**src/rtl/scy_pkg.sv**
```systemverilog
`timescale 1ns / 1ps
`default_nettype none

package scy_pkg;

    // Width of the grid geometry values (diameter, letter count, rows)
    localparam int GEOM_W = 7;
    // Width of the address and column walk registers (holds a sum of two geometry values)
    localparam int WALK_W = GEOM_W + 1;

    // Configuration register indexes
    localparam logic REG_DIAMETER = 1'b0;
    localparam logic REG_DECRYPT  = 1'b1;

    // ASCII letter bounds
    localparam logic [7:0] LOWER_A = 8'd97;
    localparam logic [7:0] LOWER_Z = 8'd122;
    localparam logic [7:0] UPPER_A = 8'd65;
    localparam logic [7:0] UPPER_Z = 8'd90;

    // Grid geometry handed to the address walker
    typedef struct packed {
        logic [GEOM_W-1:0] diam;     // effective column count, never zero
        logic [GEOM_W-1:0] letters;  // letters in the text
        logic [GEOM_W-1:0] rows;     // ceil(letters / diam)
        logic [GEOM_W-1:0] full_cols; // columns that reach the last row
    } geom_t;

    // Control of the address walker
    typedef struct packed {
        logic init;
        logic step;
        logic decrypt;
    } walk_ctrl_t;

    function automatic logic is_letter(input logic [7:0] c);
        return ((c >= LOWER_A) && (c <= LOWER_Z)) || ((c >= UPPER_A) && (c <= UPPER_Z));
    endfunction

endpackage

`default_nettype wire

```
**src/rtl/scy_store.sv**
```systemverilog
`timescale 1ns / 1ps
`default_nettype none

module scy_store #(
    parameter int DEPTH  = 64,
    parameter int ADDR_W = 6
) (
    input  wire logic              clk,
    input  wire logic              text_we,
    input  wire logic [ADDR_W-1:0] text_waddr,
    input  wire logic              letter_we,
    input  wire logic [ADDR_W-1:0] letter_waddr,
    input  wire logic [7:0]        wdata,
    input  wire logic              re,
    input  wire logic [ADDR_W-1:0] text_raddr,
    input  wire logic [ADDR_W-1:0] letter_raddr,
    output logic      [7:0]        text_q,
    output logic      [7:0]        letter_q
);

    logic [7:0] text_mem   [DEPTH];
    logic [7:0] letter_mem [DEPTH];
    logic [7:0] text_q_reg;
    logic [7:0] letter_q_reg;

    // Write the byte in text order and, if a letter, in letter order
    always_ff @(posedge clk)
    begin
        if (text_we)
        begin
            text_mem[text_waddr] <= wdata;
        end
        if (letter_we)
        begin
            letter_mem[letter_waddr] <= wdata;
        end
    end

    // Read both stores, hold the data until the next read
    always_ff @(posedge clk)
    begin
        if (re)
        begin
            text_q_reg   <= text_mem[text_raddr];
            letter_q_reg <= letter_mem[letter_raddr];
        end
    end

    assign text_q   = text_q_reg;
    assign letter_q = letter_q_reg;

endmodule

`default_nettype wire

```
**src/rtl/scy_rows.sv**
```systemverilog
`timescale 1ns / 1ps
`default_nettype none

module scy_rows (
    input  wire logic                       clk,
    input  wire logic                       rst_n,
    input  wire logic                       start,
    input  wire logic [scy_pkg::GEOM_W-1:0] letters,
    input  wire logic [scy_pkg::GEOM_W-1:0] diam,
    output logic                            busy,
    output logic      [scy_pkg::GEOM_W-1:0] rows,
    output logic      [scy_pkg::GEOM_W-1:0] full_cols
);

    import scy_pkg::*;

    logic              busy_reg;
    logic              busy_next;
    logic [GEOM_W-1:0] rem_reg;
    logic [GEOM_W-1:0] rem_next;
    logic [GEOM_W-1:0] rows_reg;
    logic [GEOM_W-1:0] rows_next;

    // Take off one row per cycle until the last, partial or full, row is left
    always_comb
    begin
        busy_next = busy_reg;
        rem_next  = rem_reg;
        rows_next = rows_reg;
        if (start)
        begin
            busy_next = 1'b1;
            rem_next  = letters;
            rows_next = '0;
        end
        else if (busy_reg)
        begin
            if (rem_reg > diam)
            begin
                rem_next  = rem_reg - diam;
                rows_next = rows_reg + 1'b1;
            end
            else
            begin
                busy_next = 1'b0;
                if (rem_reg != '0)
                begin
                    rows_next = rows_reg + 1'b1;
                end
            end
        end
    end

    always_ff @(posedge clk or negedge rst_n)
    begin
        if (!rst_n)
        begin
            busy_reg <= 1'b0;
        end
        else
        begin
            busy_reg <= busy_next;
        end
    end

    always_ff @(posedge clk)
    begin
        rem_reg  <= rem_next;
        rows_reg <= rows_next;
    end

    assign busy      = busy_reg;
    assign rows      = rows_reg;
    assign full_cols = rem_reg;

endmodule

`default_nettype wire

```
**src/rtl/scy_walk.sv**
```systemverilog
`timescale 1ns / 1ps
`default_nettype none

module scy_walk (
    input  wire logic                       clk,
    input  wire scy_pkg::walk_ctrl_t        ctrl,
    input  wire scy_pkg::geom_t             geom,
    output logic      [scy_pkg::WALK_W-1:0] addr
);

    import scy_pkg::*;

    logic [WALK_W-1:0] addr_reg;
    logic [WALK_W-1:0] addr_next;
    logic [WALK_W-1:0] col_reg;
    logic [WALK_W-1:0] col_next;
    logic [WALK_W-1:0] row_reg;
    logic [WALK_W-1:0] row_next;
    logic [WALK_W-1:0] sum;
    logic [WALK_W-1:0] col_inc;
    logic              col_tall;

    assign col_inc  = col_reg + 1'b1;
    assign col_tall = col_reg < {1'b0, geom.full_cols};

    // Shared adder: next cell down a column, or the height of the current column
    always_comb
    begin
        if (ctrl.decrypt)
        begin
            sum = addr_reg + {1'b0, geom.rows} - 1'b1 + {{(WALK_W-1){1'b0}}, col_tall};
        end
        else
        begin
            sum = addr_reg + {1'b0, geom.diam};
        end
    end

    // Advance the letter address one letter position
    always_comb
    begin
        addr_next = addr_reg;
        col_next  = col_reg;
        row_next  = row_reg;
        if (ctrl.init)
        begin
            addr_next = '0;
            col_next  = '0;
            row_next  = '0;
        end
        else if (ctrl.step)
        begin
            if (ctrl.decrypt)
            begin
                // Row-major walk: letter index is the column-major cell count
                if (col_inc == {1'b0, geom.diam})
                begin
                    col_next  = '0;
                    row_next  = row_reg + 1'b1;
                    addr_next = row_reg + 1'b1;
                end
                else
                begin
                    col_next  = col_inc;
                    addr_next = sum;
                end
            end
            else
            begin
                // Column-major walk over the row-major cells, skip empty ones
                if (sum >= {1'b0, geom.letters})
                begin
                    col_next  = col_inc;
                    addr_next = col_inc;
                end
                else
                begin
                    addr_next = sum;
                end
            end
        end
    end

    always_ff @(posedge clk)
    begin
        addr_reg <= addr_next;
        col_reg  <= col_next;
        row_reg  <= row_next;
    end

    assign addr = addr_reg;

endmodule

`default_nettype wire

```
**src/rtl/scytale_transposition_top.sv**
```systemverilog
`timescale 1ns / 1ps
`default_nettype none

// Flow: bytes load one per cycle while loading; after the last byte, the start state
// and the row count by scy_rows pass before the first output item.
// Each output item waits for a registered read of the text and letter stores, and no
// input is taken until the whole text has been output.
// Reset (rst_n, asynchronous, active low): counts and flags clear, diameter 1, encrypt;
// the stores hold no defined data until written.
module scytale_transposition_top #(
    parameter int MAX_LEN = 64
) (
    input  wire logic        clk,
    input  wire logic        rst_n,
    // Input stream
    input  wire logic        s_tvalid,
    output logic             s_tready,
    input  wire logic [7:0]  s_tdata,   // [7:0] in_char
    input  wire logic        s_tlast,
    // Output stream
    output logic             m_tvalid,
    input  wire logic        m_tready,
    output logic      [7:0]  m_tdata,   // [7:0] out_char
    output logic             m_tlast,
    output logic             m_tuser,   // [0] overflow
    // Configuration
    input  wire logic        psel,
    input  wire logic        penable,
    input  wire logic        pwrite,
    input  wire logic [2:0]  paddr,
    input  wire logic [31:0] pwdata,
    output logic      [31:0] prdata,
    output logic             pready
);

    import scy_pkg::*;

    localparam int ADDR_W = (MAX_LEN > 1) ? $clog2(MAX_LEN) : 1;
    localparam int CNT_W  = $clog2(MAX_LEN + 1);

    localparam logic [2:0] S_LOAD  = 3'd0;
    localparam logic [2:0] S_START = 3'd1;
    localparam logic [2:0] S_DIV   = 3'd2;
    localparam logic [2:0] S_READ  = 3'd3;
    localparam logic [2:0] S_OUT   = 3'd4;

    logic [2:0]        state_reg;
    logic [2:0]        state_next;
    logic [CNT_W-1:0]  text_cnt_reg;
    logic [CNT_W-1:0]  text_cnt_next;
    logic [CNT_W-1:0]  letter_cnt_reg;
    logic [CNT_W-1:0]  letter_cnt_next;
    logic              ovf_reg;
    logic              ovf_next;
    logic [ADDR_W-1:0] idx_reg;
    logic [ADDR_W-1:0] idx_next;
    logic [GEOM_W-1:0] diameter_reg;
    logic              decrypt_reg;

    logic              in_acc;
    logic              out_acc;
    logic              has_room;
    logic              in_letter;
    logic              cfg_wr;
    logic [7:0]        text_q;
    logic [7:0]        letter_q;
    logic              text_is_letter;
    logic              final_item;
    logic              rows_busy;
    logic [WALK_W-1:0] walk_addr;
    geom_t             geom;
    walk_ctrl_t        walk_ctrl;

    // Configuration registers
    assign cfg_wr = psel && penable && pwrite && pready;
    assign pready = 1'b1;

    always_ff @(posedge clk or negedge rst_n)
    begin
        if (!rst_n)
        begin
            diameter_reg <= GEOM_W'(1);
            decrypt_reg  <= 1'b0;
        end
        else if (cfg_wr)
        begin
            case (paddr[2])
                REG_DIAMETER: diameter_reg <= pwdata[GEOM_W-1:0];
                REG_DECRYPT:  decrypt_reg  <= pwdata[0];
                default:      diameter_reg <= diameter_reg;
            endcase
        end
    end

    always_comb
    begin
        case (paddr[2])
            REG_DIAMETER: prdata = {{(32-GEOM_W){1'b0}}, diameter_reg};
            REG_DECRYPT:  prdata = {31'd0, decrypt_reg};
            default:      prdata = '0;
        endcase
    end

    // Handshakes and item flags
    assign s_tready       = (state_reg == S_LOAD);
    assign m_tvalid       = (state_reg == S_OUT);
    assign in_acc         = s_tvalid && s_tready;
    assign out_acc        = m_tvalid && m_tready;
    assign has_room       = text_cnt_reg < CNT_W'(MAX_LEN);
    assign in_letter      = is_letter(s_tdata);
    assign text_is_letter = is_letter(text_q);
    assign final_item     = (CNT_W'(idx_reg) + 1'b1) == text_cnt_reg;

    assign m_tdata = text_is_letter ? letter_q : text_q;
    assign m_tlast = final_item;
    assign m_tuser = ovf_reg;

    // Sequencer
    always_comb
    begin
        state_next      = state_reg;
        text_cnt_next   = text_cnt_reg;
        letter_cnt_next = letter_cnt_reg;
        ovf_next        = ovf_reg;
        idx_next        = idx_reg;
        case (state_reg)
            S_LOAD:
            begin
                if (in_acc)
                begin
                    if (has_room)
                    begin
                        text_cnt_next = text_cnt_reg + 1'b1;
                        if (in_letter)
                        begin
                            letter_cnt_next = letter_cnt_reg + 1'b1;
                        end
                    end
                    else
                    begin
                        ovf_next = 1'b1;
                    end
                    if (s_tlast)
                    begin
                        state_next = S_START;
                    end
                end
            end
            S_START:
            begin
                idx_next   = '0;
                state_next = S_DIV;
            end
            S_DIV:
            begin
                if (!rows_busy)
                begin
                    state_next = S_READ;
                end
            end
            S_READ:
            begin
                state_next = S_OUT;
            end
            S_OUT:
            begin
                if (out_acc)
                begin
                    if (final_item)
                    begin
                        text_cnt_next   = '0;
                        letter_cnt_next = '0;
                        ovf_next        = 1'b0;
                        state_next      = S_LOAD;
                    end
                    else
                    begin
                        idx_next   = idx_reg + 1'b1;
                        state_next = S_READ;
                    end
                end
            end
            default:
            begin
                state_next = S_LOAD;
            end
        endcase
    end

    always_ff @(posedge clk or negedge rst_n)
    begin
        if (!rst_n)
        begin
            state_reg      <= S_LOAD;
            text_cnt_reg   <= '0;
            letter_cnt_reg <= '0;
            ovf_reg        <= 1'b0;
        end
        else
        begin
            state_reg      <= state_next;
            text_cnt_reg   <= text_cnt_next;
            letter_cnt_reg <= letter_cnt_next;
            ovf_reg        <= ovf_next;
        end
    end

    always_ff @(posedge clk)
    begin
        idx_reg <= idx_next;
    end

    // Text and letter stores
    scy_store #(
        .DEPTH  (MAX_LEN),
        .ADDR_W (ADDR_W)
    ) u_store (
        .clk          (clk),
        .text_we      (in_acc && has_room),
        .text_waddr   (text_cnt_reg[ADDR_W-1:0]),
        .letter_we    (in_acc && has_room && in_letter),
        .letter_waddr (letter_cnt_reg[ADDR_W-1:0]),
        .wdata        (s_tdata),
        .re           (state_reg == S_READ),
        .text_raddr   (idx_reg),
        .letter_raddr (walk_addr[ADDR_W-1:0]),
        .text_q       (text_q),
        .letter_q     (letter_q)
    );

    // Grid geometry
    assign geom.diam    = (diameter_reg == '0) ? GEOM_W'(1) : diameter_reg;
    assign geom.letters = GEOM_W'(letter_cnt_reg);

    scy_rows u_rows (
        .clk       (clk),
        .rst_n     (rst_n),
        .start     (state_reg == S_START),
        .letters   (geom.letters),
        .diam      (geom.diam),
        .busy      (rows_busy),
        .rows      (geom.rows),
        .full_cols (geom.full_cols)
    );

    // Letter address walk, one step per letter emitted
    assign walk_ctrl.init    = (state_reg == S_START);
    assign walk_ctrl.step    = out_acc && text_is_letter;
    assign walk_ctrl.decrypt = decrypt_reg;

    scy_walk u_walk (
        .clk  (clk),
        .ctrl (walk_ctrl),
        .geom (geom),
        .addr (walk_addr)
    );

endmodule

`default_nettype wire

```
**config.mk**
```make
export PLATFORM = sky130hd
export DESIGN_NAME = scytale_transposition_top
export DESIGN_NICKNAME = d
export VERILOG_FILES = /design/src/rtl/scy_pkg.sv /design/src/rtl/scy_store.sv /design/src/rtl/scy_rows.sv /design/src/rtl/scy_walk.sv /design/src/rtl/scytale_transposition_top.sv
export SDC_FILE = /design/constraint.sdc
export NUM_CORES = 1
export LEC_CHECK = 0
export BUFFER_PORTS_ARGS = -buffer_cell sky130_fd_sc_hd__buf_2
export CORE_ASPECT_RATIO = 0.5
export CORE_MARGIN = 4
export CORE_UTILIZATION = 55
export CTS_CLUSTER_DIAMETER = 200
export CTS_CLUSTER_SIZE = 12
export DETAILED_ROUTE_END_ITERATION = 8
export GPL_TIMING_DRIVEN = 0
export HOLD_SLACK_MARGIN = 0.05
export PLACE_DENSITY = 0.83
export SLEW_MARGIN = 20
export SYNTH_ARGS = -nofsm -noshare
export SYNTH_HDL_FRONTEND = slang
export SYNTH_SLANG_ARGS = --single-unit
```
**constraint.sdc**
```tcl
create_clock -name clk -period 4.57 [get_ports clk]
set_input_delay 0.914 -clock clk [delete_from_list [all_inputs] [get_ports clk]]
set_output_delay 0.914 -clock clk [all_outputs]
set_load 0.01 [all_outputs]
```
Yosys cells after proc, flatten, opt, wreduce, memory -nomap -nowiden
Memory sizes are Yosys's and may differ from the RTL's. A register that Yosys moved wholly into a read port is not among the register bits.
Index checks and enable logic that the tools add are counted.
- bits in writable memories: 1024
- output and inout port bits: 45
- register bits after elaboration: 71
- bits of input ports: 51
- logic and storage cells: 133
- memories: 2
- memory list (name ; words ; width ; rd ports ; clocked after Yosys merged registers in ; wr ports ; line ; text):
    u_store.letter_mem ; 64 ; 8 ; 1 ; 1 ; 1 ; scy_store.sv:22 ; logic [7:0] letter_mem [DEPTH];
    u_store.text_mem ; 64 ; 8 ; 1 ; 1 ; 1 ; scy_store.sv:21 ; logic [7:0] text_mem [DEPTH];
- reductions and logical operators: 33
- add/subtract/negate cells: 12
- bitwise logic cells: 1
- muxes and demuxes: 45
- equality and inequality tests: 15
- magnitude comparators: 12
- operators with widths (cell ; number):
    7-bit two-way mux ; 13
    8-bit two-way mux ; 8
    32-bit one-hot mux with 2 select lines ; 1
    8-bit by 7-bit >= comparator with 1-bit output, second input constant ; 4
    8-bit by 7-bit less-or-equal comparator with 1-bit output, second input constant ; 4
    7-bit one-hot mux with 2 select lines ; 2
    7-bit by 1-bit adder with 7-bit output, second input constant ; 3
    8-bit by 1-bit adder with 8-bit output, second input constant ; 2
    8-bit by 7-bit adder with 8-bit output ; 2
    3-bit one-hot mux with 5 select lines ; 1
    3-bit two-way mux ; 4
    6-bit two-way mux ; 2
    2-bit by 1-bit != test with 1-bit output, second input constant ; 6
    6-bit one-hot mux with 2 select lines ; 1
    2-bit nonzero test ; 6
    1-bit logical AND ; 11
    1-bit two-way mux ; 11
    2-bit AND reduction ; 5
    5-bit AND reduction ; 2
    8-bit by 1-bit adder with 8-bit output ; 1
    8-bit by 7-bit equality test with 1-bit output ; 1
    8-bit by 7-bit >= comparator with 1-bit output ; 1
    8-bit by 7-bit < comparator with 1-bit output ; 1
    8-bit by 1-bit subtractor with 8-bit output, second input constant ; 1
    other kinds (20) ; 25

Longest topological paths before layout
- depth in word-level cells: 7
- depth in mapped cells: 24
- mapped depth without buffers: 24

Modules after synthesis
From an unflattened synthesis, not the netlist that was laid out.
- cells, all modules: 2569
- area, all modules: 46580.9 sq um
- modules (own cells, without submodules) (module ; area an instance (sq um) ; instances ; sequential area each (sq um) ; cells each):
    scy_store ; 40467.6 ; 1 ; 31230.0 ; 1854
    scy_walk ; 2800.2 ; 1 ; 480.5 ; 354
    scytale_transposition_top ; 2245.9 ; 1 ; 832.0 ; 241
    scy_rows ; 1067.3 ; 1 ; 375.4 ; 120

Worst setup path before layout
Ideal clock, no wire load.
- kind: register to register
- start: register u_walk.addr_reg[0] (netlist: u_walk.addr[0])
- end: register u_walk.addr_reg[6] (netlist: u_walk.addr[6])
- required time: 4487 ps
- clock period less this slack: 4622 ps
- setup time: 83 ps
- cell stages (with the launch flop): 21
- setup slack: -52 ps
- path buffers: 2
- data arrival time: 4539 ps
- path through: dfxtp_1 buf_2 buf_4 inv_1 ha_1 inv_1 ha_1 fa_1 a21o_1 a21oi_1 o21bai_1 a21oi_1 xor2_1 mux2i_1 ha_1 a2111o_1 o22ai_1 nand2_1 o21ai_0 mux2_2 o221ai_1
- word-level cells in the longest chain between the ends: 7
- elaborated cells between the ends (all ways): 9
- classes of those cells: add/sub: 4; order compare: 1; mux: 4
- ends and longest elaborated chain (item ; line ; text):
    from (decl) ; scy_walk.sv:13 ; logic [WALK_W-1:0] addr_reg;
    from (signal assigned) ; scy_walk.sv:86 ; addr_reg <= addr_next;
    8-bit by 7-bit adder with 8-bit output ; scy_walk.sv:31 ; sum = addr_reg + {1'b0, geom.rows} - 1'b1 + {{(WALK_W-1){1'b0}}, col_tall};
    8-bit by 1-bit subtractor with 8-bit output ; scy_walk.sv:31 ;
    8-bit by 1-bit adder with 8-bit output ; scy_walk.sv:31 ;
    8-bit two-way mux * ; scy_walk.sv:29 ; if (ctrl.decrypt)
    8-bit by 7-bit >= comparator with 1-bit output ; scy_walk.sv:71 ; if (sum >= {1'b0, geom.letters})
    8-bit two-way mux ; scy_walk.sv:71 ;
    8-bit two-way mux * ; scy_walk.sv:53 ; if (ctrl.decrypt)
Mark *: on every way between the ends. The rest lies on a longest branch, timed or not.
A chain may end at the register's enable or synchronous reset.

Worst setup path after layout
- start: register u_rows.rem_reg[1] (netlist: u_rows.full_cols[1])
- end: register u_walk.col_reg[6]
- word-level cells in the longest chain between the ends: 6
- ends and longest elaborated chain (item ; line ; text):
    from (decl) ; scy_rows.sv:19 ; logic [GEOM_W-1:0] rem_reg;
    from (signal assigned) ; scy_rows.sv:68 ; rem_reg <= rem_next;
    8-bit by 7-bit < comparator with 1-bit output ; scy_walk.sv:24 ; assign col_tall = col_reg < {1'b0, geom.full_cols};
    8-bit by 1-bit adder with 8-bit output ; scy_walk.sv:31 ;
    8-bit two-way mux ; scy_walk.sv:29 ;
    8-bit by 7-bit >= comparator with 1-bit output ; scy_walk.sv:71 ;
    2-bit nonzero test (no source line) ; -- ;
    2-bit AND reduction (no source line) ; -- ;
    to (signal assigned) ; scy_walk.sv:87 ; col_reg <= col_next;
    to (decl) ; scy_walk.sv:15 ; logic [WALK_W-1:0] col_reg;
Every way passes these cells.

==> flow_summary_export.csv <==
group,metric,value,unit
outcome,run_status,"finished with violations",
outcome,violations,"setup timing",
power_and_ir_drop,pwr_dens,527,nW/µm²
floorplanning,initial_core_util,55.7,%
critical_path,cp_slowest_stage_delay,410,ps
floorplanning,die_area,87800,µm²
clocking,cts.reportedPaths.clkPinSlew,70,ps
logic_synthesis,synth-edff-count,1053,
critical_path,criticalPathCategory,"flip-flop to flip-flop",
run,number_of_max_cap_violations,0,
grt,first_global_vias,24300,
power_and_ir_drop,share_comb_of_total_power,27.4,%
critical_path,cp.buffers_inverters,3,
route,drt_pass1_iterations,6,
sta,grt_setup_unrepaired,"yes",
route,drtIter0Drc,3461,
sta,finalWorstPathRequiredPeriod,4760,ps
floorplanning,die_outline_width,415,µm
route,route.final.wire_length,111,mm
clocking,post_cts_hold_buffer_count,0,
sta,fin_hold_ws,264,ps
sta,finalClockSkew,19.0,ps
route,drt-wirelength-per-cell,30.6,µm
cells_and_area,biggestRegsByFlops,"u_store.letter_mem x512, u_store.text_mem x512",
power_and_ir_drop,power_frac_clock,28.7,%
route,route.antenna.remaining_nets,0,
sta,drv_slew,0,
grt,grt_start_max_net_pins,109,
critical_path,cp_slowest_cell,"sky130_fd_sc_hd__edfxtp_1",
route,detail_route.drc_violations,0,
floorplanning,boundaryPins,96,
critical_path,type_of_origin_of_the_critical_path,"flip-flop",
logic_synthesis,ys_seq_area_share,72.2,%
logic_synthesis,yosys_most_used_dff,"sky130_fd_sc_hd__edfxtp_1",
power_and_ir_drop,netSwitchingPower,7.93,mW
logic_synthesis,ys_async_sr_fraction,2.43,%
cells_and_area,finish.cell_count_without_fillers,3626,
power_and_ir_drop,irDropWorstVdd,343,µV
power_and_ir_drop,internal-power,18.7,mW
placement,place.gp.congestion,0.915,
hold_path,min-delay-path-class,"input port to asynchronous set/reset pin",
power_and_ir_drop,power.share.switching,29.7,%
grt,grt_antenna_before_repair,3,
sta,finalCritPeriodShare,104,%
critical_path,worst-endpoint-required,5170,ps
sta,totalNegativeSetupSlack,-1410,ps
logic_synthesis,synth_cell_type_count,73,
cells_and_area,growth_of_design_area_from_synthesis_to_finish,11.0,%
floorplanning,num_rows,74,
placement,place_inst,3470,
power_and_ir_drop,power.static_leakage,16.2,nW
sta,final-setup-viol-count,15,
placement,buffer_ports.inserted,41,
clocking,clock_path_buffers,3,
logic_synthesis,post-synth-top-area-fraction,69.4,%
route,post_drt_via_cell_ratio,6.63,
grt,groute.usage.overall,25.7,%
logic_synthesis,synth_area,45600,µm²
cells_and_area,layout_common_cells,"sky130_fd_sc_hd__edfxtp_1 (1053), sky130_fd_sc_hd__mux4_2 (336), sky130_fd_sc_hd__nor2_1 (202), sky130_fd_sc_hd__clkbuf_16 (103), sky130_fd_sc_hd__clkbuf_1 (82)",
logic_synthesis,netlist_instances,2295,
critical_path,critical_path.top_delay_family,"compound AO/OA/AOI/OAI gates",
grt,overflow,0,
clocking,tritoncts,"built",
cells_and_area,final_net_count,2586,
critical_path,worst-path-max-fanout,5,
logic_synthesis,synthesized_area_divided_by_synthesized_cell_count,19.9,µm²
cells_and_area,finalInstanceArea,50600,µm²
placement,placement.setup.worst_slack,-1200,ps
cells_and_area,layout.cells.most_common,"sky130_fd_sc_hd__edfxtp_1",
cells_and_area,post-route-util,61.8,%
critical_path,timing.critical_path.arrival,5360,ps
placement,dp_hpwl,67.6,mm
placement,postPlaceCellArea,47500,µm²
logic_synthesis,synth_warnings,0,
logic_synthesis,synth.top_cells.by_area,"sky130_fd_sc_hd__edfxtp_1 (69%), sky130_fd_sc_hd__mux4_2 (17%), sky130_fd_sc_hd__nor2_1 (1.7%)",
power_and_ir_drop,post-layout-total-power,26.7,mW
clocking,cts-htree-levels,3,
sta,max-slew-margin-rel,30.5,%
clocking,tritoncts_num_sinks,1111,
sta,timing.final.ws_setup,-193,ps
power_and_ir_drop,power.sequential.fraction,43.9,%
clocking,clock-root-buffer,"sky130_fd_sc_hd__clkbuf_16",
sta,timing.fmax,0.210,GHz
grt,grt_first_pass_wirelength,165,mm
logic_synthesis,total_of_flip_flops_plus_latches_after_synthesis,1111,
critical_path,cp-end-kind,"flip-flop",
floorplanning,die_h,212,µm
sta,slew_of_the_pin_with_the_lowest_slew_margin,1030,ps
sta,final_hold_viol_count,0,
route,dr_total_vias,24000,
clocking,cts-buffers-inserted,102,
floorplanning,coreArea,81800,µm²
logic_synthesis,synth_top_cell_by_area,"sky130_fd_sc_hd__edfxtp_1",
cells_and_area,layout-drive-gt1-share,24.9,%
clocking,worstSkewPairLatency,670,ps
==> final timing paths <==
path                                                       end  slack, ps  cells after the start                     startpoint
worst max-delay path            u_walk.col_reg[6]$_SDFFE_PP0P_       -190                     25  u_rows.full_cols[1]$_DFFE_PP_
worst max register to register  u_walk.col_reg[6]$_SDFFE_PP0P_       -190                     25  u_rows.full_cols[1]$_DFFE_PP_
max in group asynchronous          text_cnt_reg[5]$_DFFE_PN0P_       3860                      1                          rst_n
worst min-delay path               diameter_reg[6]$_DFFE_PN0P_        260                      1                          rst_n
min in group clk                   diameter_reg[1]$_DFFE_PN0P_        460                      2                      pwdata[1]
worst min register to register     u_rows.rows[6]$_SDFFE_PP0P_        510                      2    u_rows.rows[6]$_SDFFE_PP0P_
==> synthesized netlist by cell type, types with 19 or more instances <==
master                     count
sky130_fd_sc_hd__nand2_1      50
sky130_fd_sc_hd__buf_4        36
sky130_fd_sc_hd__inv_1        57
sky130_fd_sc_hd__dfrtp_1      26
sky130_fd_sc_hd__mux4_2      336
sky130_fd_sc_hd__clkbuf_1     53
sky130_fd_sc_hd__xnor2_1      29
sky130_fd_sc_hd__dfxtp_1      31
sky130_fd_sc_hd__a21oi_1      40
sky130_fd_sc_hd__xor2_1       24
sky130_fd_sc_hd__o21ai_0      31
sky130_fd_sc_hd__ha_1         47
sky130_fd_sc_hd__nor2_1      203
sky130_fd_sc_hd__edfxtp_1   1053
sky130_fd_sc_hd__buf_1        24
sky130_fd_sc_hd__buf_2        19
sky130_fd_sc_hd__nand3_1      25
==> metal layers <==
layer,global-route usage (%),up-vias,share of wire [%]
met5,0,-,0.020
met1,34.6,12300,36
met2,41.7,1744,49
met4,10.2,4,4.8
met3,5.51,326,11
li1,-,9635,-
==> area by class of cell <==
class	count	area, µm²
repair buffers	63	588
well taps	1102	1380
multi-input cells	1013	12000
clock buffers	135	2700
clock inverters	7	104
inverters	61	229
fillers	5277	31200
flip-flops and latches	1111	32900
plain buffers	133	697
diodes	1	2.50
==> cell families after synthesis <==
| logic type | Yosys count | share of synthesized area [%] |
|---|---|---|
| compound gates | 139 | 1.98 |
| xor+xnor | 59 | 1.32 |
| fa+ha+maj | 50 | 1.42 |
| buf+inv | 196 | 2.01 |
| flops | 1111 | 72.2 |
| mux | 363 | 17.2 |
| other cells | 2 | 0.0165 |
| simple gates | 375 | 3.80 |
==> repair_timing <==
item,in CTS,in global routing
setup buffers,10,5
pin swaps,22,23
gates cloned,1,0
setup endpoints to repair,16,16
resized for setup,29,16
==> power by group through the flow <==
stage | registers [mW] | logic (mW) | clock network, mW
after floorplan | 11.8 | 4.58 | 0
after global placement | 11.9 | 6.40 | 0
after detailed placement | 11.9 | 6.62 | 0
after CTS | 11.7 | 7.03 | 7.68
after global routing | 11.7 | 7.72 | 8.18
final | 11.7 | 7.32 | 7.66
Power figures use the tool's default switching activity.
